--- src/design/pfbb_pkg.sv ---
`default_nettype none
package pfbb_pkg;

  // Request codes of an input transaction
  typedef enum logic [1:0] {
    REQ_BLIT  = 2'd0,
    REQ_READ  = 2'd1,
    REQ_CLEAR = 2'd2
  } req_t;

  // Configuration register indexes
  typedef enum logic [0:0] {
    CFG_SCREEN_WIDTH  = 1'b0,
    CFG_SCREEN_HEIGHT = 1'b1
  } cfg_reg_t;

  localparam int          CFG_IDX_W  = 1;
  localparam logic [7:0]  SW_RESET   = 8'd128;
  localparam logic [7:0]  SH_RESET   = 8'd64;
  localparam logic [7:0]  FULL_BYTE  = 8'hFF;

  // Frame index as computed before the range check (clear can reach 8415)
  localparam int IDX_W     = 14;
  localparam int OUT_IDX_W = 10;

  localparam int OP_DEPTH  = 4;
  localparam int RES_DEPTH = 4;
  localparam int RES_CNT_W = $clog2(RES_DEPTH) + 1;

  // One input transaction
  typedef struct packed {
    logic [1:0]  req_type;
    logic [7:0]  dst_x;
    logic [7:0]  dst_y;
    logic [7:0]  src_col;
    logic [4:0]  src_page;
    logic [7:0]  bmp_width;
    logic [7:0]  bmp_height;
    logic        invert;
    logic [7:0]  offset_y;
    logic [7:0]  src_byte;
    logic [9:0]  read_index;
  } item_t;

  // One frame store operation: a bit-run merge or a read
  typedef struct packed {
    logic             is_read;
    logic             rd_zero;
    logic [IDX_W-1:0] idx;
    logic [2:0]       start;
    logic [3:0]       count;
    logic [7:0]       pix;
    logic             last;
  } op_t;

  // One result transaction
  typedef struct packed {
    logic [OUT_IDX_W-1:0] fb_index;
    logic [7:0]           fb_byte;
    logic                 is_write;
    logic                 last;
  } result_t;

endpackage
`default_nettype wire

--- src/design/pfbb_front.sv ---
`default_nettype none
module pfbb_front #(
  parameter int FRAME_BYTES = 1024
) (
  input  wire logic                           clk,
  input  wire logic                           rst_n,
  input  wire logic                           cfg_we,
  input  wire logic [pfbb_pkg::CFG_IDX_W-1:0] cfg_index,
  input  wire logic [7:0]                     cfg_data,
  input  wire logic                           push,
  input  wire pfbb_pkg::item_t                item,
  output logic                                full,
  input  wire logic                           clearing,
  output logic                                q_push,
  output pfbb_pkg::op_t                       q_op,
  input  wire logic                           q_full
);

  localparam int IW = pfbb_pkg::IDX_W;
  localparam logic [IW-1:0] FB_LIMIT = IW'(FRAME_BYTES);

  logic [7:0]       sw_r, sh_r;
  pfbb_pkg::item_t  item_r;
  logic             item_v_r, item_v_nxt;
  pfbb_pkg::op_t    pend0_r, pend1_r, dec0, dec1;
  logic             pv0_r, pv1_r, pv0_nxt, pv1_nxt, dv0, dv1;
  logic             accept, item_adv, pend_free;

  // Blit geometry, all rows and columns wrap at 8 bits
  logic [7:0]    pg8, y, endr, top, bot, d_top, d_bot, hrem, xx, mask, pix, pix_hi, tmp;
  logic [2:0]    poff;
  logic [3:0]    poff_room, nb, nb_room, nb2;
  logic [4:0]    mul_a;
  logic [12:0]   prod_a, prod_b;
  logic [IW-1:0] idx_a, idx_b, idx_clr, idx_rd;
  logic          in_bmp, offclip, colclip, top_on, bot_on, direct, blit_ok;
  logic          va, vb, clr_ok;

  assign pg8     = {item_r.src_page, 3'b000};
  assign in_bmp  = (item_r.src_col < item_r.bmp_width) && (pg8 < item_r.bmp_height);
  assign y       = item_r.dst_y - item_r.offset_y;
  assign poff    = y[2:0];
  assign endr    = item_r.dst_y + item_r.bmp_height;
  assign top     = pg8 + y;
  assign bot     = top + 8'd8;
  assign d_top   = item_r.dst_y - top;
  assign d_bot   = bot - endr;
  assign offclip = (item_r.offset_y != 8'd0) &&
                   ((bot < item_r.dst_y) || (bot > sh_r) || (top > endr));
  assign hrem    = item_r.bmp_height - pg8;
  assign xx      = item_r.dst_x + item_r.src_col;
  assign colclip = (xx >= sw_r);
  assign top_on  = (top < sh_r);
  assign bot_on  = (bot < sh_r);
  assign direct  = (poff == 3'd0) && top_on;
  assign blit_ok = in_bmp && !offclip && !colclip;

  // Offset clip mask
  always_comb begin
    mask = pfbb_pkg::FULL_BYTE;
    if (item_r.offset_y != 8'd0) begin
      if (top < item_r.dst_y) begin
        mask = (d_top >= 8'd8) ? 8'h00 : (pfbb_pkg::FULL_BYTE << d_top[2:0]);
      end else if (bot > endr) begin
        mask = (d_bot >= 8'd8) ? 8'h00 : (pfbb_pkg::FULL_BYTE >> d_bot[2:0]);
      end
    end
  end

  assign pix    = (item_r.invert ? ~item_r.src_byte : item_r.src_byte) & mask;
  assign pix_hi = (poff == 3'd0) ? 8'h00 : (pix >> (4'd8 - {1'b0, poff}));

  // Bit counts of the two frame bytes
  assign poff_room = 4'd8 - {1'b0, poff};
  assign nb        = (hrem < {4'b0, poff_room}) ? hrem[3:0] : poff_room;
  assign tmp       = top_on ? (hrem - {4'b0, nb}) : hrem;
  assign nb_room   = 4'd8 - nb;
  assign nb2       = (tmp < {4'b0, nb_room}) ? tmp[3:0] : nb_room;

  // Page row base: one shared multiplier for the first byte or the clear row
  assign mul_a  = (item_r.req_type == pfbb_pkg::REQ_CLEAR) ? item_r.dst_y[7:3] : top[7:3];
  assign prod_a = {8'b0, mul_a} * {5'b0, sw_r};
  assign prod_b = {8'b0, bot[7:3]} * {5'b0, sw_r};

  assign idx_a   = {6'b0, xx} + {1'b0, prod_a};
  assign idx_b   = {6'b0, xx} + {1'b0, prod_b};
  assign idx_clr = {6'b0, item_r.dst_x} + {6'b0, item_r.src_col} + {1'b0, prod_a};
  assign idx_rd  = {4'b0, item_r.read_index};

  assign va     = blit_ok && top_on && (idx_a < FB_LIMIT);
  assign vb     = blit_ok && !direct && (tmp != 8'd0) && bot_on && (idx_b < FB_LIMIT);
  assign clr_ok = (item_r.src_col < item_r.bmp_width) && (idx_clr < FB_LIMIT);

  // Classify the held transaction into up to two operations
  always_comb begin
    dec0 = '0;
    dec1 = '0;
    dv0  = 1'b0;
    dv1  = 1'b0;
    case (item_r.req_type)
      pfbb_pkg::REQ_BLIT: begin
        dv0        = va;
        dec0.idx   = idx_a;
        dec0.start = poff;
        dec0.count = nb;
        dec0.pix   = pix;
        dec0.last  = !vb;
        dv1        = vb;
        dec1.idx   = idx_b;
        dec1.start = 3'd0;
        dec1.count = nb2;
        dec1.pix   = pix_hi;
        dec1.last  = 1'b1;
      end
      pfbb_pkg::REQ_READ: begin
        dv0          = 1'b1;
        dec0.is_read = 1'b1;
        dec0.rd_zero = (idx_rd >= FB_LIMIT);
        dec0.idx     = idx_rd;
        dec0.last    = 1'b1;
      end
      pfbb_pkg::REQ_CLEAR: begin
        dv0        = clr_ok;
        dec0.idx   = idx_clr;
        dec0.count = 4'd8;
        dec0.pix   = 8'h00;
        dec0.last  = 1'b1;
      end
      default: begin
        dv0 = 1'b0;
      end
    endcase
  end

  // Handshake: drain pending operations into the queue one per cycle while it is not full
  assign q_push    = (pv0_r || pv1_r) && !q_full;
  assign q_op      = pv0_r ? pend0_r : pend1_r;
  assign pend_free = !(pv0_r || pv1_r) || (q_push && !(pv0_r && pv1_r));
  assign item_adv  = item_v_r && pend_free;
  assign full      = clearing || (item_v_r && !pend_free);
  assign accept    = push && !full;

  always_comb begin
    item_v_nxt = item_v_r;
    if (accept) begin
      item_v_nxt = 1'b1;
    end else if (item_adv) begin
      item_v_nxt = 1'b0;
    end
    pv0_nxt = pv0_r;
    pv1_nxt = pv1_r;
    if (item_adv) begin
      pv0_nxt = dv0;
      pv1_nxt = dv1;
    end else if (q_push) begin
      if (pv0_r) pv0_nxt = 1'b0;
      else       pv1_nxt = 1'b0;
    end
  end

  // Control state and configuration
  always_ff @(posedge clk) begin
    if (!rst_n) begin
      sw_r     <= pfbb_pkg::SW_RESET;
      sh_r     <= pfbb_pkg::SH_RESET;
      item_v_r <= 1'b0;
      pv0_r    <= 1'b0;
      pv1_r    <= 1'b0;
    end else begin
      if (cfg_we) begin
        case (cfg_index)
          pfbb_pkg::CFG_SCREEN_WIDTH:  sw_r <= cfg_data;
          pfbb_pkg::CFG_SCREEN_HEIGHT: sh_r <= cfg_data;
          default: ;
        endcase
      end
      item_v_r <= item_v_nxt;
      pv0_r    <= pv0_nxt;
      pv1_r    <= pv1_nxt;
    end
  end

  // Payload registers
  always_ff @(posedge clk) begin
    if (accept) item_r <= item;
    if (item_adv) begin
      pend0_r <= dec0;
      pend1_r <= dec1;
    end
  end

endmodule
`default_nettype wire

--- config.mk ---
export PLATFORM = sky130hd
export DESIGN_NAME = pfbb_front
export DESIGN_NICKNAME = d
export VERILOG_FILES = /design/src/design/pfbb_pkg.sv /design/src/design/pfbb_front.sv
export SDC_FILE = /design/constraint.sdc
export NUM_CORES = 1
export LEC_CHECK = 0
export BUFFER_PORTS_ARGS = -buffer_cell sky130_fd_sc_hd__buf_2
export CELL_PAD_IN_SITES_DETAIL_PLACEMENT = 0
export CELL_PAD_IN_SITES_GLOBAL_PLACEMENT = 1
export CORE_UTILIZATION = 48
export DETAILED_ROUTE_END_ITERATION = 6
export PLACE_DENSITY_LB_ADDON = 0.1
export SLEW_MARGIN = 20
export SYNTH_ARGS = -nofsm -noshare
export SYNTH_HDL_FRONTEND = slang
export SYNTH_SLANG_ARGS = --single-unit
--- constraint.sdc ---
create_clock -name clk -period 10.85 [get_ports clk]
set_input_delay 1.085 -clock clk [delete_from_list [all_inputs] [get_ports clk]]
set_output_delay 1.085 -clock clk [all_outputs]
set_load 0.01 [all_outputs]
==> results.sh, run 1 <==
export IMPL_status="complete, no violations"
export IMPL_grt_pass1_wl_um=52770
export IMPL_yosysTopAreaCellShare_pct=29.73
export IMPL_synth_compound_area_share_pct=14.09
export IMPL_grt_usage_pct=24.05
export IMPL_post_cts_buffers=0
export IMPL_finalSetupTns_ps=0
export IMPL_place_area_um2=14310
export IMPL_grt_pass1_vias=9833
export IMPL_synth_cell_types=93
export IMPL_grt_ovfl_total=0
export IMPL_final_core_util_pct=55.03
export IMPL_tightestPinTransition_ps=1099
export IMPL_avgSynthCellArea_um2=9.941
export IMPL_die_h_um=168.7
export IMPL_cpPeakStageDelay_ps=610
export IMPL_clk_pin_slew_worst_paths_ps=70
export IMPL_start_kind="register"
export IMPL_syn_nets=1660
export IMPL_synth_simple_area_share_pct=13.51
export IMPL_report_final_slew_viol_count=0
export IMPL_final_setup_worst_slack_ps=2011
export IMPL_required_ps=11000
export IMPL_layout_min_cycle_time_ps=8839
export IMPL_finalClockSkew_ps=18.22
export IMPL_clk_latency_ps=440
export IMPL_wl_per_cell_um=17.79
export IMPL_synthMostInstantiatedCell="inv_1"
export IMPL_holdWs_ps=459.1
export IMPL_htree_levels=4
export IMPL_maxSlewHeadroom_pct=25.99
export IMPL_cp_slowest_cell="a31oi_1"
export IMPL_power_leakage_nw=6.760
export IMPL_finalSetupViolCount=0
export IMPL_clock_sinks=151
export IMPL_synth_top_family_by_area="adder cells"
export IMPL_stdcell_area_um2=14910
export IMPL_drt_iter0_markers=655
export IMPL_core_um2=27100
export IMPL_irDropWorstVdd_uv=127.2
export IMPL_cts_made_buffers=17
export IMPL_post_cts_resize_count=0
export IMPL_preCtsSetupSlack_ps=2060
export IMPL_drive_gt1_share_pct=14.50
export IMPL_fmax_ghz=0.1131
export IMPL_rrSetupSlack_ps=2010
export IMPL_netlist_top_cells_area="edfxtp_1, ha_1, fa_1"
export IMPL_final_nets=1775
export IMPL_cp_max_fo=8
export IMPL_vias_per_cell=5.419
export IMPL_endpoint_kind="register"
export IMPL_ys_flop_type="edfxtp_1"
export IMPL_synth_fa_ha_area_share_pct=25.08
export IMPL_synth_top_area_cell="edfxtp_1"
export IMPL_firstDrtPassIters=5
export IMPL_port_buffers=121
export IMPL_vias=9977
export IMPL_ys_async_sr_fraction_pct=0
export IMPL_fin_crit_sh_pct=81.47
export IMPL_rows=60
export IMPL_synthXorXnorAreaFrac_pct=4.984
export IMPL_hold_violations=0
export IMPL_initial_core_util_pct=49.19
export IMPL_clock_path_buffers=2
export IMPL_cap_viol_max_count=0
export IMPL_cts_hold_buf=0
export IMPL_cts_root_buf="clkbuf_16"
export IMPL_hp_class="register to register"
export IMPL_yosysSeqAreaShare_pct=32.59
export IMPL_cts_tree="done"
export IMPL_synthToLayoutAreaGrowth_pct=11.87
export IMPL_syn_inst=1341
export IMPL_ios=123
export IMPL_yosys_warnings=0
export IMPL_rsz0062_at_grt="no"
export IMPL_finalWirelength_um=32750
export IMPL_place_gp_congestion=0.8918
export IMPL_antenna_found_initial=0
export IMPL_ys_top_cells_by_count="inv_1, ha_1, edfxtp_1"
export IMPL_synth_edf_count=132
export IMPL_synth_area_um2=13330
export IMPL_grt_start_max_net_pins=76
export IMPL_criticalPathCategory="register to register"
export IMPL_drtAntennaViolNets=0
export IMPL_ys_seq_elements=151
export IMPL_n_antenna_cell=0
export IMPL_die_x_um=168.7
export IMPL_synthMuxAreaShare_pct=3.726
export IMPL_cp_arrival_ps=8980
export IMPL_die_area_um2=28440
export IMPL_pwr_density_cell_nw_per_um2=209.0
export IMPL_drc=0
export IMPL_hpwl_um=25630
routing by layer:
layer / global-route usage [%] / wire (um) / vias up
li1: - / - / 4944
met1: 36.62 / 16840 / 4729
met2: 35.54 / 13730 / 271
met3: 3.975 / 1756 / 33
met4: 5.336 / 424 / 0
met5: 0 / 0 / -
kinds of logic (layout without fill, tap and decap cells):
family | count (synthesis) | count (layout)
adders and majority gates | 230 | 230
AOI/OAI and AO/OA | 279 | 279
other | 1 | 1
and+or+nand+nor | 355 | 355
muxes | 44 | 44
DFF | 151 | 151
xor gates and xnor gates | 75 | 75
buffers and inverters | 206 | 334
layout by cell type (no fill, tap or decap), types with 14 or more instances in the layout:
master / count
xnor2_1: 59
mux2_2: 28
nand3_1: 35
ha_1: 168
xor2_1: 15
a21o_1: 23
and2_1: 51
buf_2: 121
inv_1: 170
a21oi_1: 85
o21ai_0: 39
clkbuf_16: 17
nand2b_1: 14
edfxtp_1: 132
nor2_1: 75
fa_1: 62
nand2_1: 98
dfxtp_1: 19
nor2b_1: 15
worst paths after layout:
check | from | cells after the start | endpoint
worst max-delay path | item_r[56]$_DFFE_PP_ | 35 | pend0_r[28]$_SDFFCE_PP0P_
worst min-delay path | sh_r[7]$_SDFFE_PN0P_ | 2 | sh_r[7]$_SDFFE_PN0P_
worst max register to register | item_r[56]$_DFFE_PP_ | 35 | pend0_r[28]$_SDFFCE_PP0P_
worst min register to register | sh_r[7]$_SDFFE_PN0P_ | 2 | sh_r[7]$_SDFFE_PN0P_
critical path: cells and delay by family (launching register included):
| kind | cells | cell delay [ps] |
|---|---|---|
| AOI/OAI and AO/OA | 13 | 2510 |
| xor gates and xnor gates | 3 | 560 |
| adders and majority gates | 9 | 3820 |
| buffers and inverters | 6 | 410 |
| DFF | 1 | 420 |
| and+or+nand+nor | 4 | 840 |
stage by stage:
stage	instances	total power [mW]
2_1_floorplan	1341	2.048
3_3_place_gp	1809	2.464
4_1_cts	1841	3.117
5_1_grt	1841	3.380
6_report	1841	3.117
3_5_place_dp	1809	2.475
registers in the layout, summed over array words and instances (netlist names):
register and flops:
item_v_r 1, idx_rd 10, pend1_r 27, sw_r 8, pv1_r 1, item_r 64
sh_r 8, pend0_r 31, pv0_r 1
final cells by class:
type	instances	area [um2]
inverters	175	658.1
multi-input cells	984	8189
flip-flops and latches	151	4344
repair buffers	127	650.6
fillers	2485	12190
well taps	372	465.4
clock buffers	17	425.4
clock inverters	15	181.4
power by group:
group | total [mW] | internal [mW] | leakage [nW] | switching [mW]
Combinational | 1.78 | 0.710 | 5.04 | 1.07
Clock | 0.629 | 0.331 | 0.299 | 0.298
Sequential | 0.706 | 0.680 | 1.42 | 0.0259
Total | 3.12 | 1.72 | 6.76 | 1.40
No activity file was read; power rests on OpenSTA's default activity.
==> run 2: changes to the inputs <==
Clock period 10.85 ns to 8.3 ns, I/O delays scaled along.
==> results.sh, run 2 (synthesized netlist as in run 1, its figures left out) <==
export IMPL_maxSlewHeadroom_pct=28.06
export IMPL_rrSetupSlack_ps=340
export IMPL_vias=10030
export IMPL_grt_usage_pct=23.84
export IMPL_hp_start="sh_r[5]$_SDFFE_PN0P_"
export IMPL_initial_core_util_pct=49.19
export IMPL_pwr_density_cell_nw_per_um2=274.1
export IMPL_status="finished, violations left"
export IMPL_final_nets=1796
export IMPL_ios=123
export IMPL_cap_viol_max_count=0
export IMPL_antenna_found_initial=1
export IMPL_grt_pass1_wl_um=52520
export IMPL_fill_cells=2416
export IMPL_die_x_um=168.7
export IMPL_drtAntennaViolNets=0
export IMPL_power_switching_mw=1.873
export IMPL_drc=3
export IMPL_drive_gt1_share_pct=16.98
export IMPL_tightestPinTransition_ps=1052
export IMPL_reg2reg_to="pend0_r[28]$_SDFFCE_PP0P_"
export IMPL_p_clk_share_pct=19.1
export IMPL_largest_reg_flops=64
export IMPL_criticalPathCategory="register to register"
export IMPL_cts_root_buf="clkbuf_16"
export IMPL_wl_per_cell_um=17.71
export IMPL_layout_min_cycle_time_ps=7956
export IMPL_finalClockSkew_ps=18.62
export IMPL_die_h_um=168.7
export IMPL_clock_path_buffers=2
export IMPL_clk_pin_slew_worst_paths_ps=70
export IMPL_cts_tree="done"
export IMPL_worstHoldPathCells=2
export IMPL_endpoint_kind="register"
export IMPL_clock_sinks=151
export IMPL_start_kind="register"
export IMPL_irDropWorstVdd_uv=157.5
export IMPL_cpPeakStageDelay_ps=550
export IMPL_place_gp_congestion=0.8704
export IMPL_report_final_slew_viol_count=0
export IMPL_seqPwrFrac_pct=22.2
export IMPL_hp_class="register to register"
export IMPL_firstDrtPassIters=7
export IMPL_worst_path_most_repeated_cell="inv_1"
export IMPL_violations="design-rule violations"
export IMPL_rows=60
export IMPL_finalSetupViolCount=0
export IMPL_grt_ovfl_total=0
export IMPL_hold_violations=0
export IMPL_cp_slowest_cell="fa_1"
export IMPL_p_int_mw=2.286
export IMPL_rr_worst_depth=36
export IMPL_cp_max_fo=5
export IMPL_vias_per_cell=5.382
export IMPL_power_frac_comb_pct=58.8
export IMPL_final_cell_mix="inv_1, ha_1, edfxtp_1"
export IMPL_drt_iter0_markers=827
export IMPL_hpwl_um=25520
export IMPL_fin_crit_sh_pct=95.85
export IMPL_top_regs="item_r (64), pend0_r (31), pend1_r (27)"
export IMPL_swShare_pct=45.03
export IMPL_cts_hold_buf=0
export IMPL_grt_pass1_vias=9706
export IMPL_port_buffers=121
export IMPL_htree_levels=4
export IMPL_clk_latency_ps=440
export IMPL_r2r_start="item_r[18]$_DFFE_PP_"
export IMPL_finalWirelength_um=32990
export IMPL_cts_made_buffers=17
export IMPL_regMostFlops="item_r"
export IMPL_die_area_um2=28440
export IMPL_synthToLayoutAreaGrowth_pct=13.82
export IMPL_core_um2=27100
export IMPL_power_leakage_nw=6.855
export IMPL_required_ps=8440
export IMPL_final_common_cell="inv_1"
export IMPL_finalSetupTns_ps=0
export IMPL_worstHoldEndpoint="sh_r[5]$_SDFFE_PN0P_"
export IMPL_grt_start_max_net_pins=76
export IMPL_fmax_ghz=0.1257
export IMPL_holdWs_ps=456.1
export IMPL_cp_arrival_ps=8100
-- run 2: cell types whose count changed in the layout (fill, tap and decap cells not counted), sizes merged --
cell / change
buf: +21
inv: +2
clkinvlp: +2
clkinv: -3
bufinv: -1
diode: +1
-- run 2: how the worst max path moves through the flow --
stage	endpoint	from	depth (start not counted)	slack, ps
after floorplan	pend0_r[28]$_SDFFCE_PP0P_	item_r[56]$_DFFE_PP_	35	380
after global placement	pend0_r[28]$_SDFFCE_PP0P_	item_r[18]$_DFFE_PP_	35	140
after detailed placement	pend0_r[28]$_SDFFCE_PP0P_	item_r[18]$_DFFE_PP_	35	-8
after CTS	pend0_r[28]$_SDFFCE_PP0P_	item_r[18]$_DFFE_PP_	35	40
after global routing	pend0_r[28]$_SDFFCE_PP0P_	item_r[18]$_DFFE_PP_	36	-40
final	pend0_r[28]$_SDFFCE_PP0P_	item_r[18]$_DFFE_PP_	36	340
-- run 2: final cells by class --
type                            count  area (um2)  share of cell area [%]
Multi-Input combinational cell    984        8310                   54.77
Sequential cell                   151        4344                   28.63
Timing Repair Buffer              148       808.3                   5.327
Inverter                          175       659.4                   4.346
Tap cell                          372       465.4                   3.068
Clock buffer                       17       425.4                   2.804
Clock inverter                     15       157.7                   1.039
Antenna cell                        1       2.502                 0.01649
-- run 2: what timing repair did --
| item | in CTS | in global routing |
|---|---|---|
| buffers inserted | 1 | 7 |
| resized for setup | 2 | 20 |
| endpoints found under the setup margin | 2 | 8 |
| pin swaps | 1 | 12 |
-- run 2: power groups by stage --
stage,registers [mW],logic (mW),clock network [mW]
2_1_floorplan,0.922,1.75,0
3_3_place_gp,0.938,2.32,0
3_5_place_dp,0.939,2.34,0
4_1_cts,0.922,2.36,0.808
5_1_grt,0.927,2.73,0.836
6_report,0.922,2.44,0.794
-- run 2: routing by layer --
metal / share of wire (%) / wire length [um] / global-route usage, % / vias up
li1: - / - / - / 5006
met1: 53 / 17430 / 37.07 / 4767
met2: 42 / 13840 / 34.93 / 239
met3: 4.4 / 1440 / 3.110 / 15
met4: 0.85 / 279 / 5.336 / 0
met5: 0 / 0 / 0 / -
-- run 2: through the flow --
step | area [um2] | total power, mW | worst slack (ps) | utilization (%) | instances
final | 15170 | 4.159 | 344.4 | 55.99 | 1863
after global routing | 15170 | 4.492 | -37.33 | 55.99 | 1863
after CTS | 15000 | 4.091 | 39.34 | 55.36 | 1855
after detailed placement | 14410 | 3.275 | -8.195 | 53.16 | 1822
after global placement | 14400 | 3.262 | 141.7 | 53.15 | 1822
after floorplan | 13330 | 2.677 | 377.3 | - | 1341
-- run 2: worst max-delay path, delay by kind of cell, from the launching register on --
| kind | cells | cell delay, ps |
|---|---|---|
| adder cells (fa/ha/maj) | 9 | 3510 |
| AO/OA/AOI/OAI | 11 | 1650 |
| AND/OR/NAND/NOR | 6 | 890 |
| buffers and inverters | 7 | 570 |
| XOR/XNOR | 3 | 550 |
| flip-flops | 1 | 450 |
==> run 3: changes to the inputs <==
Settings changed: BUFFER_PORTS_ARGS -buffer_cell sky130_fd_sc_hd__buf_2 to not set, CORE_UTILIZATION 48 to 49, DONT_BUFFER_PORTS set to 1, SKIP_LAST_GASP set to 1.
==> results.sh, run 3 (synthesized netlist as in run 1, its figures left out) <==
export IMPL_port_buffers=0
export IMPL_grt_pass1_wl_um=50830
export IMPL_finalSetupViolCount=0
export IMPL_layout_min_cycle_time_ps=7991
export IMPL_cts_made_buffers=17
export IMPL_grt_ovfl_total=0
export IMPL_die_h_um=166.9
export IMPL_vias_per_cell=5.573
export IMPL_clock_path_buffers=2
export IMPL_hold_violations=0
export IMPL_antenna_found_initial=0
export IMPL_worst_path_most_repeated_cell="fa_1"
export IMPL_hpwl_um=25320
export IMPL_busiest_layer="met1"
export IMPL_criticalPathCategory="register to register"
export IMPL_die_area_um2=27870
export IMPL_regArea_um2=4344
export IMPL_wl_per_cell_um=18.98
export IMPL_maxSlewHeadroom_pct=33.90
export IMPL_rows=60
export IMPL_fin_crit_sh_pct=96.28
export IMPL_final_cell_mix="inv_1, ha_1, edfxtp_1"
export IMPL_firstDrtPassIters=7
export IMPL_multi_input_area_um2=8310
export IMPL_cp_arrival_ps=8140
export IMPL_holdWs_ps=451.0
export IMPL_grt_usage_pct=23.80
export IMPL_tightestPinTransition_ps=991.5
export IMPL_finalWirelength_um=32520
export IMPL_ios=123
export IMPL_pwr_density_cell_nw_per_um2=283.8
export IMPL_clk_latency_ps=450
export IMPL_vias=9546
export IMPL_report_final_slew_viol_count=0
export IMPL_grt_start_max_net_pins=76
export IMPL_irDropWorstVdd_uv=257.9
export IMPL_largest_reg_flops=64
export IMPL_dp_cells=1671
export IMPL_n_antenna_cell=0
export IMPL_final_nets=1678
export IMPL_cp_slowest_cell="fa_1"
export IMPL_cts_tree="done"
export IMPL_path_buf_inv=5
export IMPL_use_met1_pct=35.98
export IMPL_fmax_ghz=0.1251
export IMPL_hp_class="input pin to register"
export IMPL_cap_viol_max_count=0
export IMPL_synthToLayoutAreaGrowth_pct=9.272
export IMPL_cpPeakStageDelay_ps=550
export IMPL_grt_util_met2_pct=34.44
export IMPL_core_um2=26800
export IMPL_start_kind="register"
export IMPL_drt_iter0_markers=754
export IMPL_die_x_um=166.9
export IMPL_clock_sinks=151
export IMPL_htree_levels=4
export IMPL_top_regs="item_r (64), pend0_r (31), pend1_r (27)"
export IMPL_regMostFlops="item_r"
export IMPL_stdcell_count=1713
export IMPL_path_delay_family="adder cells"
export IMPL_met3_usage_pct=4.824
export IMPL_fill_cells=2427
export IMPL_endpoint_kind="register"
export IMPL_cts_root_buf="clkbuf_16"
export IMPL_grt_pass1_vias=9346
export IMPL_initial_core_util_pct=49.74
export IMPL_status="finished, violations left"
export IMPL_power_leakage_nw=6.381
export IMPL_violations="design-rule violations"
export IMPL_cts_hold_buf=0
export IMPL_finalClockSkew_ps=15.81
export IMPL_drc=8
export IMPL_clk_pin_slew_worst_paths_ps=70
export IMPL_final_common_cell="inv_1"
export IMPL_drive_gt1_share_pct=9.694
export IMPL_required_ps=8450
export IMPL_cp_max_fo=8
export IMPL_place_gp_congestion=0.8857
export IMPL_drtAntennaViolNets=0
==> run 3: power breakdown <==
| part | internal (mW) | leakage, nW | switching [mW] |
|---|---|---|---|
| combinational | 0.974 | 4.68 | 1.43 |
| sequential | 0.890 | 1.42 | 0.0323 |
| clock | 0.452 | 0.282 | 0.361 |
| total | 2.32 | 6.38 | 1.82 |
==> run 3: what timing repair did <==
item,in CTS,in global routing
setup buffers,1,9
setup endpoints to repair,4,8
resized for setup,4,21
gates cloned,0,0
pin swaps,0,21
==> run 3: metrics by stage <==
| step | util, % | total power, mW | cell area [um2] | setup TNS (ps) | worst slack [ps] |
|---|---|---|---|---|---|
| global placement | 51.37 | 3.225 | 13770 | 0 | 61.73 |
| detailed placement | 51.38 | 3.242 | 13770 | -225.6 | -117.3 |
| floorplan | - | 2.677 | 13330 | 0 | 377.3 |
| finish | 54.36 | 4.135 | 14570 | 0 | 308.7 |
| global route | 54.36 | 4.456 | 14570 | -237.2 | -97.66 |
| CTS | 53.70 | 4.077 | 14390 | 0 | 13.51 |
==> run 3: layout make-up <==
type / count / area share (%)
Tap cell: 341 / 2.929
Inverter: 175 / 4.526
Clock buffer: 18 / 2.946
Clock inverter: 14 / 1.159
Timing Repair Buffer: 30 / 1.572
Multi-Input combinational cell: 984 / 57.05
Sequential cell: 151 / 29.82
==> run 3: path summary, 6_finish.rpt <==
kind / startpoint / to / slack [ps] / cells past startpoint
min: rst_n / sh_r[6]$_SDFFE_PN1P_ / 450 / 1
min reg2reg: sh_r[4]$_SDFFE_PN0P_ / sh_r[4]$_SDFFE_PN0P_ / 460 / 2
max reg2reg: item_r[18]$_DFFE_PP_ / pend0_r[28]$_SDFFCE_PP0P_ / 310 / 35
max: item_r[18]$_DFFE_PP_ / pend0_r[28]$_SDFFCE_PP0P_ / 310 / 35
==> run 3: worst register-to-register path: cells and delay by family (launching register included) <==
kind / cells / cell delay, ps
AO/OA/AOI/OAI: 12 / 2000
XOR/XNOR: 3 / 360
adder cells (fa/ha/maj): 9 / 3630
buffers and inverters: 5 / 420
flip-flops: 1 / 450
AND/OR/NAND/NOR: 6 / 810
==> run 3: layer usage <==
layer | routed length (um) | vias to the layer above
met4 | 310 | 0
met2 | 13630 | 243
li1 | - | 4751
met5 | 0 | -
met3 | 1838 | 19
met1 | 16740 | 4533
