==> src/design/pfbb_fifo.sv <==
`default_nettype none
module pfbb_fifo #(
  parameter int W     = 8,
  parameter int DEPTH = 4
) (
  input  wire logic                       clk,
  input  wire logic                       rst_n,
  input  wire logic                       push,
  input  wire logic [W-1:0]               din,
  output logic                            full,
  input  wire logic                       pop,
  output logic [W-1:0]                    dout,
  output logic                            empty,
  output logic [$clog2(DEPTH):0]          count
);

  localparam int AW = $clog2(DEPTH);

  logic [W-1:0] slot_r [DEPTH];
  logic [AW-1:0] wp_r, rp_r;
  logic [AW:0]   cnt_r;
  logic          do_push, do_pop;

  assign full    = (cnt_r == (AW+1)'(DEPTH));
  assign empty   = (cnt_r == '0);
  assign count   = cnt_r;
  assign do_push = push && !full;
  assign do_pop  = pop && !empty;
  assign dout    = slot_r[rp_r];

  // Advance pointers and fill level
  always_ff @(posedge clk) begin
    if (!rst_n) begin
      wp_r  <= '0;
      rp_r  <= '0;
      cnt_r <= '0;
    end else begin
      if (do_push) wp_r <= wp_r + AW'(1);
      if (do_pop)  rp_r <= rp_r + AW'(1);
      cnt_r <= cnt_r + (AW+1)'(do_push) - (AW+1)'(do_pop);
    end
  end

  // Hold entries
  always_ff @(posedge clk) begin
    if (do_push) slot_r[wp_r] <= din;
  end

endmodule
`default_nettype wire

==> config.mk <==
export PLATFORM = sky130hd
export DESIGN_NAME = pfbb_fifo
export DESIGN_NICKNAME = d
export VERILOG_FILES = /design/src/design/pfbb_fifo.sv
export SDC_FILE = /design/constraint.sdc
export NUM_CORES = 1
export LEC_CHECK = 0
export BUFFER_PORTS_ARGS = -buffer_cell sky130_fd_sc_hd__buf_2
export CORE_ASPECT_RATIO = 0.75
export CORE_MARGIN = 4
export CORE_UTILIZATION = 45
export CTS_BUF_LIST = sky130_fd_sc_hd__clkbuf_4 sky130_fd_sc_hd__clkbuf_8
export CTS_CLUSTER_DIAMETER = 30
export DETAILED_ROUTE_END_ITERATION = 12
export PLACE_DENSITY = 0.71
export SLEW_MARGIN = 10
export SYNTH_ARGS = -nofsm -noshare
export SYNTH_HDL_FRONTEND = slang
export SYNTH_SLANG_ARGS = --single-unit
==> constraint.sdc <==
create_clock -name clk -period 4.4 [get_ports clk]
set_clock_uncertainty 0.05 [all_clocks]
set_input_delay 0 -clock clk [delete_from_list [all_inputs] [get_ports clk]]
set_output_delay 0 -clock clk [all_outputs]
set_load 0.02 [all_outputs]
==> results_tabular.tex, run 1 <==
\begin{tabular}{lr}
\hline
Metric & Value \\
\hline
\multicolumn{2}{l}{\textbf{Worst setup path}} \\
Startpoint type of the worst setup path & register \\
Timing endpoint of the critical path & count[2] \\
Worst EP required & 4.53 ns \\
Maximum fanout along the worst path & 7 \\
Start-to-end type of the worst setup path & register to register \\
Slowest cell on crit path & sky130\_fd\_sc\_hd\_\_fa\_1 \\
Cell Chain, Critical Path & nor3b\_2, nor2b\_1, inv\_1, ha\_1, inv\_1, ha\_1, fa\_1, xnor2\_1, xnor2\_1, and2\_1 \\
Arrival time reported for the critical path endpoint & 2.60 ns \\
Peak per-stage delay on the critical path & between 0.3 and 0.4 ns \\
Reg2Reg Launch Point & count[2] \\
Number of cells traversed by the worst register-to-register path & 10 \\
Endpoint kind of the worst setup timing path & register \\
Setup slack on the worst flop-to-flop path & a little under 2 ns \\
Startpoint of the most critical setup path & count[2] \\
RR Endpoint & count[2] \\
\multicolumn{2}{l}{\textbf{Logic synthesis}} \\
Area share of the leading cell type in the synthesized netlist & 0.5854 \\
Post-Synthesis Cells & 93 \\
Flops \& latches, synth & between 40 and 50 \\
Syn Area/Cell & $\sim$18 sq um \\
Number of library cell types mapped by synthesis & 20 \\
Dominant cell type by area after synthesis & sky130\_fd\_sc\_hd\_\_edfxtp\_1 \\
Count of warnings emitted by yosys & 0 \\
Total nets after synthesis & approximately 110 \\
Post-synthesis instance area & approximately 1600 sq um \\
Top cells by area in the synthesized netlist & sky130\_fd\_sc\_hd\_\_edfxtp\_1, sky130\_fd\_sc\_hd\_\_dfxtp\_1, sky130\_fd\_sc\_hd\_\_mux4\_2 \\
Post-synthesis sequential area ratio & 0.6951 \\
\multicolumn{2}{l}{\textbf{GRT}} \\
Maximum number of pins on one net before global-route repair & 14 \\
Total global routing overflow & 0 \\
Total routing usage reported by global routing & 0.1266 \\
Vias in the first global route & a little over 900 \\
Initial antenna violation count & 0 \\
Wire length of the first global-routing pass & about 4300 um \\
\multicolumn{2}{l}{\textbf{Power}} \\
P\_leak & roughly 0.00074 uW \\
Combinational power share & 0.268 \\
Share of power burned in the clock network & 0.262 \\
Power density cells & 546.7 nW/um\^{}2 \\
Switching power of the nets & about 320 uW \\
Worst vdd rail ir drop & 0.2676 mV \\
Fraction of power spent switching nets & 0.2924 \\
Proportion of power drawn by flip-flops and latches & 0.471 \\
Internal Power & approximately 780 uW \\
\multicolumn{2}{l}{\textbf{Floorplanning}} \\
Ports placed on the boundary & 25 \\
Die Wd & approximately 78 um \\
Starting utilization of the core area & 0.4827 \\
Number of rows created at floorplan & 18 \\
DIE AREA & roughly 4700 sq um \\
Std-Cell Core Area & about 3400 sq um \\
Vertical extent of the die & about 60 um \\
\multicolumn{2}{l}{\textbf{Clock network}} \\
Cts bufs inserted & 5 \\
Setup bufs post-CTS & 0 \\
TritonCTS clock tree & done \\
CTS H-Tree Depth & 2 \\
Post-cts repair resize count & 0 \\
Clock-pin slew on the worst setup and hold paths & approximately 0.070 ns \\
Clk sink count & just over 40 \\
Clock tree buffer depth & 2 \\
Worst skew pair latency & about 0.28 ns \\
Master cell of the clock root buffer & sky130\_fd\_sc\_hd\_\_clkbuf\_8 \\
\multicolumn{2}{l}{\textbf{Min path}} \\
Hold crit path type & primary input to register \\
\multicolumn{2}{l}{\textbf{Timing}} \\
Pins over their slew limit & 0 \\
Maximum clock frequency & between 400 and 500 MHz \\
Final critical path time including I/O delays and setup & 2.463 ns \\
Unrepaired setup endpoints after global routing & no \\
Final period utilization & 0.5597 \\
Number of failing setup endpoints in the final timing report & 0 \\
Summed negative setup slack over all endpoints & 0 ns \\
Actual slew at the worst max-slew pin & 0.5397 ns \\
Rel. slew slack & 0.6397 \\
Final number of hold-violating endpoints & 0 \\
\multicolumn{2}{l}{\textbf{Job}} \\
MaxCap Viol Count & 0 \\
\multicolumn{2}{l}{\textbf{Routing}} \\
Average wire length per cell after detail routing & 14.03 um \\
TritonRoute pass-1 iters & 4 \\
Iteration-0 DRC Markers & 45 \\
Wire length reported by the detailed router & around 2500 um \\
Number of nets with antenna violations after routing & 0 \\
Via count & around 850 \\
DRC & 0 \\
Detail-routed via count per cell & approximately 4.7 \\
\multicolumn{2}{l}{\textbf{Cells and area}} \\
Antenna cell count & 0 \\
Highest-count cells in the layout ignoring fill and taps & sky130\_fd\_sc\_hd\_\_edfxtp\_1, sky130\_fd\_sc\_hd\_\_buf\_2, sky130\_fd\_sc\_hd\_\_dlygate4sd3\_1, sky130\_fd\_sc\_hd\_\_dfxtp\_1, sky130\_fd\_sc\_hd\_\_mux4\_2 \\
Fraction of final layout cells sized beyond drive strength 1 & 0.3130 \\
Most frequent standard cell in the layout excluding fill and tap cells & sky130\_fd\_sc\_hd\_\_edfxtp\_1 \\
Fill cell instance count of the final layout & between 200 and 300 \\
Final net count & 149 \\
Syn-to-layout area delta & 22.48\% \\
Post-route core utilization & 0.5912 \\
\multicolumn{2}{l}{\textbf{Placed design}} \\
GPL Wtd Cong & 0.7063 \\
Count of input and output buffers & 24 \\
Placed wire-length estimate & about 1800 um \\
\multicolumn{2}{l}{\textbf{Run status}} \\
Result of the run & complete, no violations \\
\hline
\end{tabular}
## final cells by class
cell class	count	area, sq um	area share
inverter	6	22.52	0.01120
clock inverter	3	41.29	0.02054
clock buffer	5	68.82	0.03423
sequential	41	1141	0.5675
tap	50	62.56	0.03111
multi-input combinational	42	454.2	0.2259
timing repair buffer	34	220.2	0.1095
## logic make-up after synthesis
kind of cell | synth area share
buffers and inverters | 0.02820
AO/OA/AOI/OAI | 0.01372
AND/OR/NAND/NOR | 0.07241
flip-flops | 0.6951
adder cells (fa/ha/maj) | 0.05793
multiplexers | 0.1220
XOR/XNOR | 0.01067
## worst min path at each step
stage / start / end / slack [ns] / cells past startpoint
floorplan: din[0] / slot_r[0][0] / 0.05 / 0
global placement: din[3] / slot_r[3][3] / 0.16 / 1
detailed placement: din[7] / slot_r[0][7] / 0.18 / 1
CTS: push / wp_r[1] / 0.14 / 3
global route: push / wp_r[1] / 0.16 / 3
finish: push / wp_r[1] / 0.14 / 3
## critical path: cells and delay by family (launching register included)
family | cells | cell delay, ns
flip-flops | 1 | 0.35
buffers and inverters | 2 | 0.13
AND/OR/NAND/NOR | 3 | 0.70
adder cells (fa/ha/maj) | 3 | 0.87
XOR/XNOR | 2 | 0.28
## what timing repair did
| item | 4_1_cts | 5_1_grt |
|---|---|---|
| setup endpoints to repair | 0 | 0 |
| hold buffers | 10 | 0 |
| endpoints found under the hold margin | 37 | 0 |
## synthesized netlist by cell type (all sizes together)
| cell | count |
|---|---|
| dfxtp | 9 |
| nand4bb | 1 |
| or3 | 1 |
| mux4 | 8 |
| nor3b | 1 |
| nor3 | 1 |
| edfxtp | 32 |
| ha | 6 |
| nand2 | 6 |
| clkbuf | 2 |
| fa | 1 |
| a21boi | 1 |
| inv | 6 |
| nor2b | 2 |
| buf | 2 |
| o21ai | 3 |
| xnor2 | 2 |
| mux2i | 2 |
| and2 | 7 |
## sequential cells by signal, summed over array words and instances (netlist names), named ones only
name    count
rp_r        2
count       3
wp_r        2
slot_r     32
## per-layer routing
layer,global-route usage,part of all wire,up-vias
li1,-,-,416
met1,0.1564,0.47,408
met2,0.2098,0.48,16
met3,0.04518,0.044,6
met4,0.04569,0.013,0
met5,0,0,-
## power by group through the flow
stage               sequential [uW]  clock, uW  combinational, uW
floorplan                       513          0                221
global placement                525          0                286
detailed placement              529          0                292
CTS                             520        293                300
global route                    529        309                324
finish                          518        287                294
## stage by stage
step	total power (uW)	cell area [sq um]	worst slack, ns	instances	hold slack, ns
3_5_place_dp	821.0	1800	1.941	163	0.1760
6_report	1099	2011	1.937	181	0.1377
3_3_place_gp	810.9	1800	2.064	163	0.1595
5_1_grt	1162	2011	1.743	181	0.1621
2_1_floorplan	734.5	1642	1.951	93	0.04887
4_1_cts	1113	2011	1.926	181	0.1356
Note: power is estimated with default switching activity, not from simulation.
==> run 2: changes to the inputs <==
--- a/config.mk
+++ b/config.mk
@@ -12,7 +12,7 @@
 export CTS_BUF_LIST = sky130_fd_sc_hd__clkbuf_4 sky130_fd_sc_hd__clkbuf_8
 export CTS_CLUSTER_DIAMETER = 30
 export DETAILED_ROUTE_END_ITERATION = 12
-export PLACE_DENSITY = 0.71
+export PLACE_DENSITY = 0.73
 export SLEW_MARGIN = 10
 export SYNTH_ARGS = -nofsm -noshare
 export SYNTH_HDL_FRONTEND = slang
==> constraint.sdc (replaced) <==
create_clock -name clk -period 2 [get_ports clk]
set_clock_uncertainty 0.05 [all_clocks]
set_input_delay 0 -clock clk [delete_from_list [all_inputs] [get_ports clk]]
set_output_delay 0 -clock clk [all_outputs]
set_load 0.02 [all_outputs]
==> run 2 against run 1 <==
  * The run now ends with negative setup slack left
  * Fmax grew 18%
  * Non-clock buffer count grew 7
  * Largest cell class unchanged
  * Cell area grew 5.5%
  * Combinational power grew to 2.8 times the previous value
  * Wire length grew 12%
  * Clock power grew 120%
==> results_tabular.tex, run 2 (synthesis results as in run 1) <==
\begin{tabular}{lr}
\hline
Metric & Value \\
\hline
\multicolumn{2}{l}{\textbf{Clock network}} \\
TritonCTS clock tree & done \\
Cts bufs inserted & 5 (unchanged) \\
CTS H-Tree Depth & 2 (unchanged) \\
Worst skew pair latency & 0.28 ns (about the same) \\
Clk sink count & 41 (unchanged) \\
Master cell of the clock root buffer & sky130\_fd\_sc\_hd\_\_clkbuf\_8 \\
Clock-pin slew on the worst setup and hold paths & 0.07 ns (about the same) \\
Clock tree buffer depth & 2 (unchanged) \\
\multicolumn{2}{l}{\textbf{Routing}} \\
Iteration-0 DRC Markers & 71 (+58\%) \\
Number of nets with antenna violations after routing & 0 (unchanged) \\
Average wire length per cell after detail routing & 15.18 um (+8.2\%) \\
TritonRoute pass-1 iters & 4 (unchanged) \\
DRC & 0 (unchanged) \\
Via count & 919 (+8.6\%) \\
Detail-routed via count per cell & 4.888 (+4.6\%) \\
Wire length reported by the detailed router & 2853 um (+12\%) \\
\multicolumn{2}{l}{\textbf{Timing}} \\
Maximum clock frequency & 480.9 MHz (+18\%) \\
Final number of hold-violating endpoints & 0 (unchanged) \\
Rel. slew slack & 0.6921 (+0.05239) \\
Final critical path time including I/O delays and setup & 2.080 ns (-0.3833 ns) \\
Final period utilization & 1.040 (+0.4800) \\
Number of failing setup endpoints in the final timing report & 1 (+1) \\
Unrepaired setup endpoints after global routing & yes \\
Pins over their slew limit & 0 (unchanged) \\
Setup ws final & -0.07957 ns (-2.017 ns) \\
Actual slew at the worst max-slew pin & 0.4619 ns (-0.07784 ns) \\
\multicolumn{2}{l}{\textbf{Cells and area}} \\
Fraction of final layout cells sized beyond drive strength 1 & 0.4275 (+0.1146) \\
Largest register FFs & 32 (unchanged) \\
Antenna cell count & 0 (unchanged) \\
Final net count & 156 (+4.7\%) \\
Syn-to-layout area delta & 29.19\% \\
Most frequent standard cell in the layout excluding fill and tap cells & sky130\_fd\_sc\_hd\_\_edfxtp\_1 \\
Highest-count cells in the layout ignoring fill and taps & sky130\_fd\_sc\_hd\_\_edfxtp\_1, sky130\_fd\_sc\_hd\_\_buf\_2, sky130\_fd\_sc\_hd\_\_dlygate4sd3\_1, sky130\_fd\_sc\_hd\_\_mux4\_2 \\
Reg with most FFs & slot\_r \\
Final std cell area, no fill & 2121 sq um (+5.5\%) \\
\multicolumn{2}{l}{\textbf{Worst setup path}} \\
Endpoint kind of the worst setup timing path & register \\
Arrival time reported for the critical path endpoint & 2.21 ns (-0.39 ns) \\
Worst EP required & 2.13 ns (-2.40 ns) \\
Setup slack on the worst flop-to-flop path & -0.08 ns (-2.02 ns) \\
Startpoint type of the worst setup path & register \\
Start-to-end type of the worst setup path & register to register \\
Maximum fanout along the worst path & 3 (-4) \\
\multicolumn{2}{l}{\textbf{Floorplanning}} \\
Vertical extent of the die & 60.31 um (unchanged) \\
Starting utilization of the core area & 0.4827 (unchanged) \\
Std-Cell Core Area & 3401 sq um (unchanged) \\
Ports placed on the boundary & 25 (unchanged) \\
DIE AREA & 4688 sq um (unchanged) \\
Number of rows created at floorplan & 18 (unchanged) \\
Die Wd & 77.74 um (unchanged) \\
\multicolumn{2}{l}{\textbf{Power}} \\
Internal Power & 1838 uW (+140\%) \\
Worst vdd rail ir drop & 0.6298 mV (+140\%) \\
Final Power & 2609 uW (+140\%) \\
Proportion of power drawn by flip-flops and latches & 0.438 (-0.033) \\
Switching power of the nets & 771.6 uW (+140\%) \\
Fraction of power spent switching nets & 0.2957 (+0.003345) \\
Share of power burned in the clock network & 0.247 (-0.015) \\
P\_leak & 0.0007878 uW (+6.6\%) \\
Combinational power share & 0.315 (+0.047) \\
Power density cells & 1230 nW/um\^{}2 (+130\%) \\
\multicolumn{2}{l}{\textbf{Run status}} \\
Result of the run & finished with violations \\
Violations in the final reports & negative setup slack \\
\multicolumn{2}{l}{\textbf{Placed design}} \\
Placed wire-length estimate & 1937 um (+9.1\%) \\
GPL Wtd Cong & 0.7411 (+4.9\%) \\
Count of input and output buffers & 24 (unchanged) \\
Instance area at placement & 1869 sq um (+3.8\%) \\
\multicolumn{2}{l}{\textbf{GRT}} \\
Initial antenna violation count & 0 (unchanged) \\
Maximum number of pins on one net before global-route repair & 14 (unchanged) \\
Wire length of the first global-routing pass & 4616 um (+6.7\%) \\
Total global routing overflow & 0 (unchanged) \\
Total routing usage reported by global routing & 0.1376 (+0.01098) \\
Vias in the first global route & 960 (+5.3\%) \\
\multicolumn{2}{l}{\textbf{Min path}} \\
Hold crit path type & primary input to register \\
\multicolumn{2}{l}{\textbf{Job}} \\
MaxCap Viol Count & 0 (unchanged) \\
\hline
\end{tabular}
-- run 2: worst paths after layout --
kind              startpoint        to  depth (start not counted)
setup reg to reg    count[2]  count[2]                         10
hold reg to reg      rp_r[0]   rp_r[0]                          2
setup / recovery    count[2]  count[2]                         10
hold / removal          push   wp_r[1]                          5
-- run 2: through the flow --
step / utilization / std cells / hold slack (ns) / TNS (ns) / setup slack, ns
after detailed placement: 0.5497 / 169 / 0.1710 / -0.1109 / -0.1109
after CTS: 0.6236 / 188 / 0.2485 / -0.07288 / -0.07288
after global routing: 0.6236 / 188 / 0.2886 / -0.1562 / -0.1562
final: 0.6236 / 188 / 0.2617 / -0.07957 / -0.07957
after global placement: 0.5497 / 169 / 0.1597 / -0.02786 / -0.02786
after floorplan: - / 93 / 0.04887 / -0.3033 / -0.1787
-- run 2: layout make-up --
type                    instances  area (sq um)
clock buffers                   6         76.32
clock inverters                 2         35.03
fillers                       248          1280
inverters                       6         22.52
multi-input cells              42         504.2
flip-flops and latches         41          1147
well taps                      50         62.56
repair buffers                 41         272.8
-- run 2: worst max-delay path, cell delays in order, from the launching register on --
cell and delay, ns:
sky130_fd_sc_hd__dfxtp_4 0.37, sky130_fd_sc_hd__nor3b_4 0.15, sky130_fd_sc_hd__nor2b_2 0.14, sky130_fd_sc_hd__inv_2 0.06, sky130_fd_sc_hd__ha_4 0.25, sky130_fd_sc_hd__inv_2 0.04
sky130_fd_sc_hd__ha_4 0.14, sky130_fd_sc_hd__fa_2 0.36, sky130_fd_sc_hd__xnor2_2 0.16, sky130_fd_sc_hd__xnor2_1 0.12, sky130_fd_sc_hd__and2_1 0.14
-- run 2: power groups by stage --
| stage | sequential (uW) | clock, uW | combinational, uW |
|---|---|---|---|
| 3_5_place_dp | 1160 | 0 | 754 |
| 4_1_cts | 1140 | 657 | 828 |
| 2_1_floorplan | 1150 | 0 | 504 |
| 6_report | 1140 | 644 | 823 |
| 3_3_place_gp | 1150 | 0 | 731 |
| 5_1_grt | 1160 | 698 | 900 |
-- run 2: per-layer routing --
metal | GRT usage | part of all wire
met5 | 0 | 0
met1 | 0.1555 | 0.41
met3 | 0.04066 | 0.039
met2 | 0.2427 | 0.52
met4 | 0.07107 | 0.025
-- run 2: timing repair --
item                                   in CTS  in global routing
setup endpoints to repair                   1                  1
hold buffers                               10                  0
buffers inserted                            1                  0
resized for setup                           5                  0
pin swaps                                   5                  4
endpoints found under the hold margin      34                  0
==> run 3: changes to the inputs <==
--- a/config.mk
+++ b/config.mk
@@ -5,6 +5,7 @@
 export SDC_FILE = /design/constraint.sdc
 export NUM_CORES = 1
 export LEC_CHECK = 0
+export ABC_AREA = 1
 export BUFFER_PORTS_ARGS = -buffer_cell sky130_fd_sc_hd__buf_2
 export CORE_ASPECT_RATIO = 0.75
 export CORE_MARGIN = 4
==> run 3 against run 2 <==
  * The run now ends clean
  * Flip-flop and latch count unchanged
  * Core utilization decreased by 1.3 points
  * Fmax increased by 9.6%
  * Cell area decreased by 1.5%
  * Critical endpoint is now count[1]
==> results_tabular.tex, run 3 <==
\begin{tabular}{lr}
\hline
Metric & Value \\
\hline
\multicolumn{2}{l}{\textbf{Worst setup path}} \\
Cell family contributing the most delay on the critical path & adder cells \\
Peak per-stage delay on the critical path & 0.54 ns (+0.17 ns) \\
Setup slack on the worst flop-to-flop path & 0.10 ns (+0.18 ns) \\
Timing endpoint of the critical path & count[1] \\
Start-to-end type of the worst setup path & register to register \\
Stages on worst setup path & 10 (unchanged) \\
Worst EP required & 2.18 ns (+0.05 ns) \\
RR Endpoint & count[1] \\
Arrival time reported for the critical path endpoint & 2.08 ns (-0.13 ns) \\
Maximum fanout along the worst path & 3 (unchanged) \\
Endpoint kind of the worst setup timing path & register \\
Slowest cell on crit path & sky130\_fd\_sc\_hd\_\_fa\_2 \\
Number of cells traversed by the worst register-to-register path & 10 (unchanged) \\
Reg2Reg Launch Point & count[0] \\
Crit path buf inv count & 3 (+1) \\
Startpoint type of the worst setup path & register \\
Cell Chain, Critical Path & nor2\_2, nand2\_2, inv\_2, nor2\_1, ha\_1, inv\_1, ha\_1, fa\_2, nand2\_1, inv\_1 \\
Startpoint of the most critical setup path & count[0] \\
\multicolumn{2}{l}{\textbf{Routing}} \\
Wire length reported by the detailed router & 3383 um (+19\%) \\
Iteration-0 DRC Markers & 69 (-2.8\%) \\
TritonRoute pass-1 iters & 4 (unchanged) \\
Via count & 1185 (+29\%) \\
DRC & 0 (unchanged) \\
Detail-routed via count per cell & 4.897 (+0.17\%) \\
Number of nets with antenna violations after routing & 0 (unchanged) \\
Average wire length per cell after detail routing & 13.98 um (-7.9\%) \\
\multicolumn{2}{l}{\textbf{Floorplanning}} \\
Std-Cell Core Area & 3423 sq um (+0.66\%) \\
Ports placed on the boundary & 25 (unchanged) \\
Starting utilization of the core area & 0.4894 (+0.006693) \\
Number of rows created at floorplan & 18 (unchanged) \\
Die Wd & 78.46 um (+0.92\%) \\
Vertical extent of the die & 60.84 um (+0.89\%) \\
DIE AREA & 4773 sq um (+1.8\%) \\
\multicolumn{2}{l}{\textbf{Placed design}} \\
Count of input and output buffers & 24 (unchanged) \\
Placed wire-length estimate & 2251 um (+16\%) \\
Placed insts & 222 (+31\%) \\
Setup slack after placement & 0.02654 ns (+0.1374 ns) \\
GPL Wtd Cong & 0.7535 (+1.7\%) \\
\multicolumn{2}{l}{\textbf{Cells and area}} \\
Largest register FFs & 32 (unchanged) \\
Syn-to-layout area delta & 24.72\% \\
Most frequent standard cell in the layout excluding fill and tap cells & sky130\_fd\_sc\_hd\_\_edfxtp\_1 \\
Highest-count cells in the layout ignoring fill and taps & sky130\_fd\_sc\_hd\_\_edfxtp\_1, sky130\_fd\_sc\_hd\_\_nor2\_1, sky130\_fd\_sc\_hd\_\_buf\_2, sky130\_fd\_sc\_hd\_\_inv\_1 \\
Final std cells w/o fill & 242 (+29\%) \\
Fill cell instance count of the final layout & 287 (+16\%) \\
Footprint of the flip-flops and latches & 1141 sq um (-0.55\%) \\
Final net count & 210 (+35\%) \\
Fraction of final layout cells sized beyond drive strength 1 & 0.2448 (-0.1827) \\
Multi-input gate area & 450.4 sq um (-11\%) \\
Antenna cell count & 0 (unchanged) \\
Post-route core utilization & 0.6104 (-0.01324) \\
Reg with most FFs & slot\_r \\
\multicolumn{2}{l}{\textbf{Logic synthesis}} \\
Syn Area/Cell & 11.63 sq um (-34\%) \\
Post-synthesis instance area & 1675 sq um (+2.1\%) \\
Dominant cell type by area after synthesis & sky130\_fd\_sc\_hd\_\_edfxtp\_1 \\
Flops \& latches, synth & 41 (unchanged) \\
Count of warnings emitted by yosys & 0 (unchanged) \\
Number of library cell types mapped by synthesis & 16 (-20\%) \\
Prevailing post-synth register cell & sky130\_fd\_sc\_hd\_\_edfxtp\_1 \\
Most numerous cell in the Yosys netlist & sky130\_fd\_sc\_hd\_\_edfxtp\_1 \\
Post-synth EDFFs & 32 (unchanged) \\
Proportion of register bits with asynchronous set or reset after synthesis & 0 (unchanged) \\
Post-synthesis sequential area ratio & 0.6811 (-0.01402) \\
Top cells by area in the synthesized netlist & sky130\_fd\_sc\_hd\_\_edfxtp\_1, sky130\_fd\_sc\_hd\_\_dfxtp\_1, sky130\_fd\_sc\_hd\_\_nor2\_1 \\
Area share of the leading cell type in the synthesized netlist & 0.5736 (-0.01180) \\
Leading cell types by count after synthesis & sky130\_fd\_sc\_hd\_\_edfxtp\_1, sky130\_fd\_sc\_hd\_\_nor2\_1, sky130\_fd\_sc\_hd\_\_inv\_1, sky130\_fd\_sc\_hd\_\_nand2\_1, sky130\_fd\_sc\_hd\_\_o21ai\_0 \\
Post-Synthesis Cells & 144 (+55\%) \\
Total nets after synthesis & 163 (+46\%) \\
\multicolumn{2}{l}{\textbf{Power}} \\
Worst vdd rail ir drop & 0.7800 mV (+24\%) \\
Power density cells & 1226 nW/um\^{}2 (-0.34\%) \\
P\_leak & 0.0008604 uW (+9.2\%) \\
\multicolumn{2}{l}{\textbf{GRT}} \\
Total routing usage reported by global routing & 0.1519 (+0.01432) \\
Maximum number of pins on one net before global-route repair & 17 (+3) \\
Total global routing overflow & 0 (unchanged) \\
Initial antenna violation count & 0 (unchanged) \\
Wire length of the first global-routing pass & 5313 um (+15\%) \\
Vias in the first global route & 1161 (+21\%) \\
\multicolumn{2}{l}{\textbf{Clock network}} \\
CTS H-Tree Depth & 2 (unchanged) \\
TritonCTS clock tree & done \\
Cts bufs inserted & 5 (unchanged) \\
Clock-pin slew on the worst setup and hold paths & 0.07 ns (about the same) \\
Clk sink count & 41 (unchanged) \\
Clock tree buffer depth & 2 (unchanged) \\
Worst skew pair latency & 0.28 ns (about the same) \\
Master cell of the clock root buffer & sky130\_fd\_sc\_hd\_\_clkbuf\_8 \\
\multicolumn{2}{l}{\textbf{Timing}} \\
Maximum clock frequency & 527.2 MHz (+9.6\%) \\
Final critical path time including I/O delays and setup & 1.897 ns (-0.1829 ns) \\
Rel. slew slack & 0.7851 (+0.09300) \\
Final period utilization & 0.9483 (-0.09144) \\
Pins over their slew limit & 0 (unchanged) \\
Number of failing setup endpoints in the final timing report & 0 (-1) \\
Tightest hold margin & 0.4165 ns (+0.1548 ns) \\
Setup ws final & 0.1033 ns (+0.1829 ns) \\
Actual slew at the worst max-slew pin & 0.3219 ns (-0.1399 ns) \\
Final number of hold-violating endpoints & 0 (unchanged) \\
\multicolumn{2}{l}{\textbf{Job}} \\
MaxCap Viol Count & 0 (unchanged) \\
\multicolumn{2}{l}{\textbf{Run status}} \\
Result of the run & complete, no violations \\
\multicolumn{2}{l}{\textbf{Min path}} \\
Hold crit path type & primary input to register \\
\hline
\end{tabular}
[run 3: changes by cell type after synthesis, sizes merged, moves of 4 or more]
| cell | previous run | this run |
|---|---|---|
| nand3 | 0 | 4 |
| o22ai | 0 | 8 |
| and2 | 7 | 0 |
| nand2 | 6 | 14 |
| o21ai | 3 | 16 |
| inv | 6 | 19 |
| mux4 | 8 | 0 |
| a21oi | 0 | 5 |
| nor2 | 0 | 28 |
[run 3: cell type report]
class	instances	area share
clock buffer	5	0.03293
clock inverter	3	0.005988
inverter	19	0.03413
multi-input combinational	82	0.2156
sequential	41	0.5461
tap	50	0.02994
timing repair buffer	42	0.1353
[run 3: report_power, final]
group          leakage, uW  switching [uW]  total [uW]  internal, uW
registers         0.000367            78.3        1130          1050
logic             0.000450             605         948           343
clock network    0.0000430             250         485           234
[run 3: how the worst min path moves through the flow]
stage          startpoint           end  slack, ns  cells past startpoint
2_1_floorplan       rst_n      count[1]       0.04                      2
3_3_place_gp       din[1]  slot_r[3][1]       0.16                      1
3_5_place_dp       din[2]  slot_r[2][2]       0.17                      1
4_1_cts            din[0]  slot_r[1][0]       0.42                      2
5_1_grt            din[5]  slot_r[0][5]       0.42                      2
6_report           din[0]  slot_r[0][0]       0.42                      2
[run 3: per-stage QoR]
step / instance area (sq um) / total power (uW) / setup TNS, ns
global route: 2090 / 2733 / -0.04316
global placement: 1881 / 1959 / 0
floorplan: 1675 / 1725 / 0
finish: 2090 / 2562 / 0
CTS: 2072 / 2524 / 0
detailed placement: 1881 / 2023 / 0
[run 3: cells by family (layout without fill, tap and decap cells)]
kind of cell / Yosys count / in the layout / share of synthesized area
AOI/OAI and AO/OA: 29 / 29 / 0.09709
adders and majority gates: 7 / 7 / 0.05676
buffers and inverters: 21 / 69 / 0.05601
DFF: 41 / 41 / 0.6811
and+or+nand+nor: 46 / 46 / 0.1090
[run 3: metal layers]
| metal | vias to the layer above | track usage | share of wire |
|---|---|---|---|
| met4 | 0 | 0.05736 | 0.015 |
| met3 | 7 | 0.03561 | 0.053 |
| met2 | 32 | 0.2927 | 0.51 |
| met5 | - | 0 | 0 |
| met1 | 563 | 0.1673 | 0.42 |
| li1 | 583 | - | - |
[run 3: repair_timing]
action / in CTS / in global routing
resized for setup: 0 / 4
hold endpoints to repair: 41 / 0
setup endpoints to repair: 0 / 2
buffers inserted: 0 / 1
hold buffers: 11 / 0
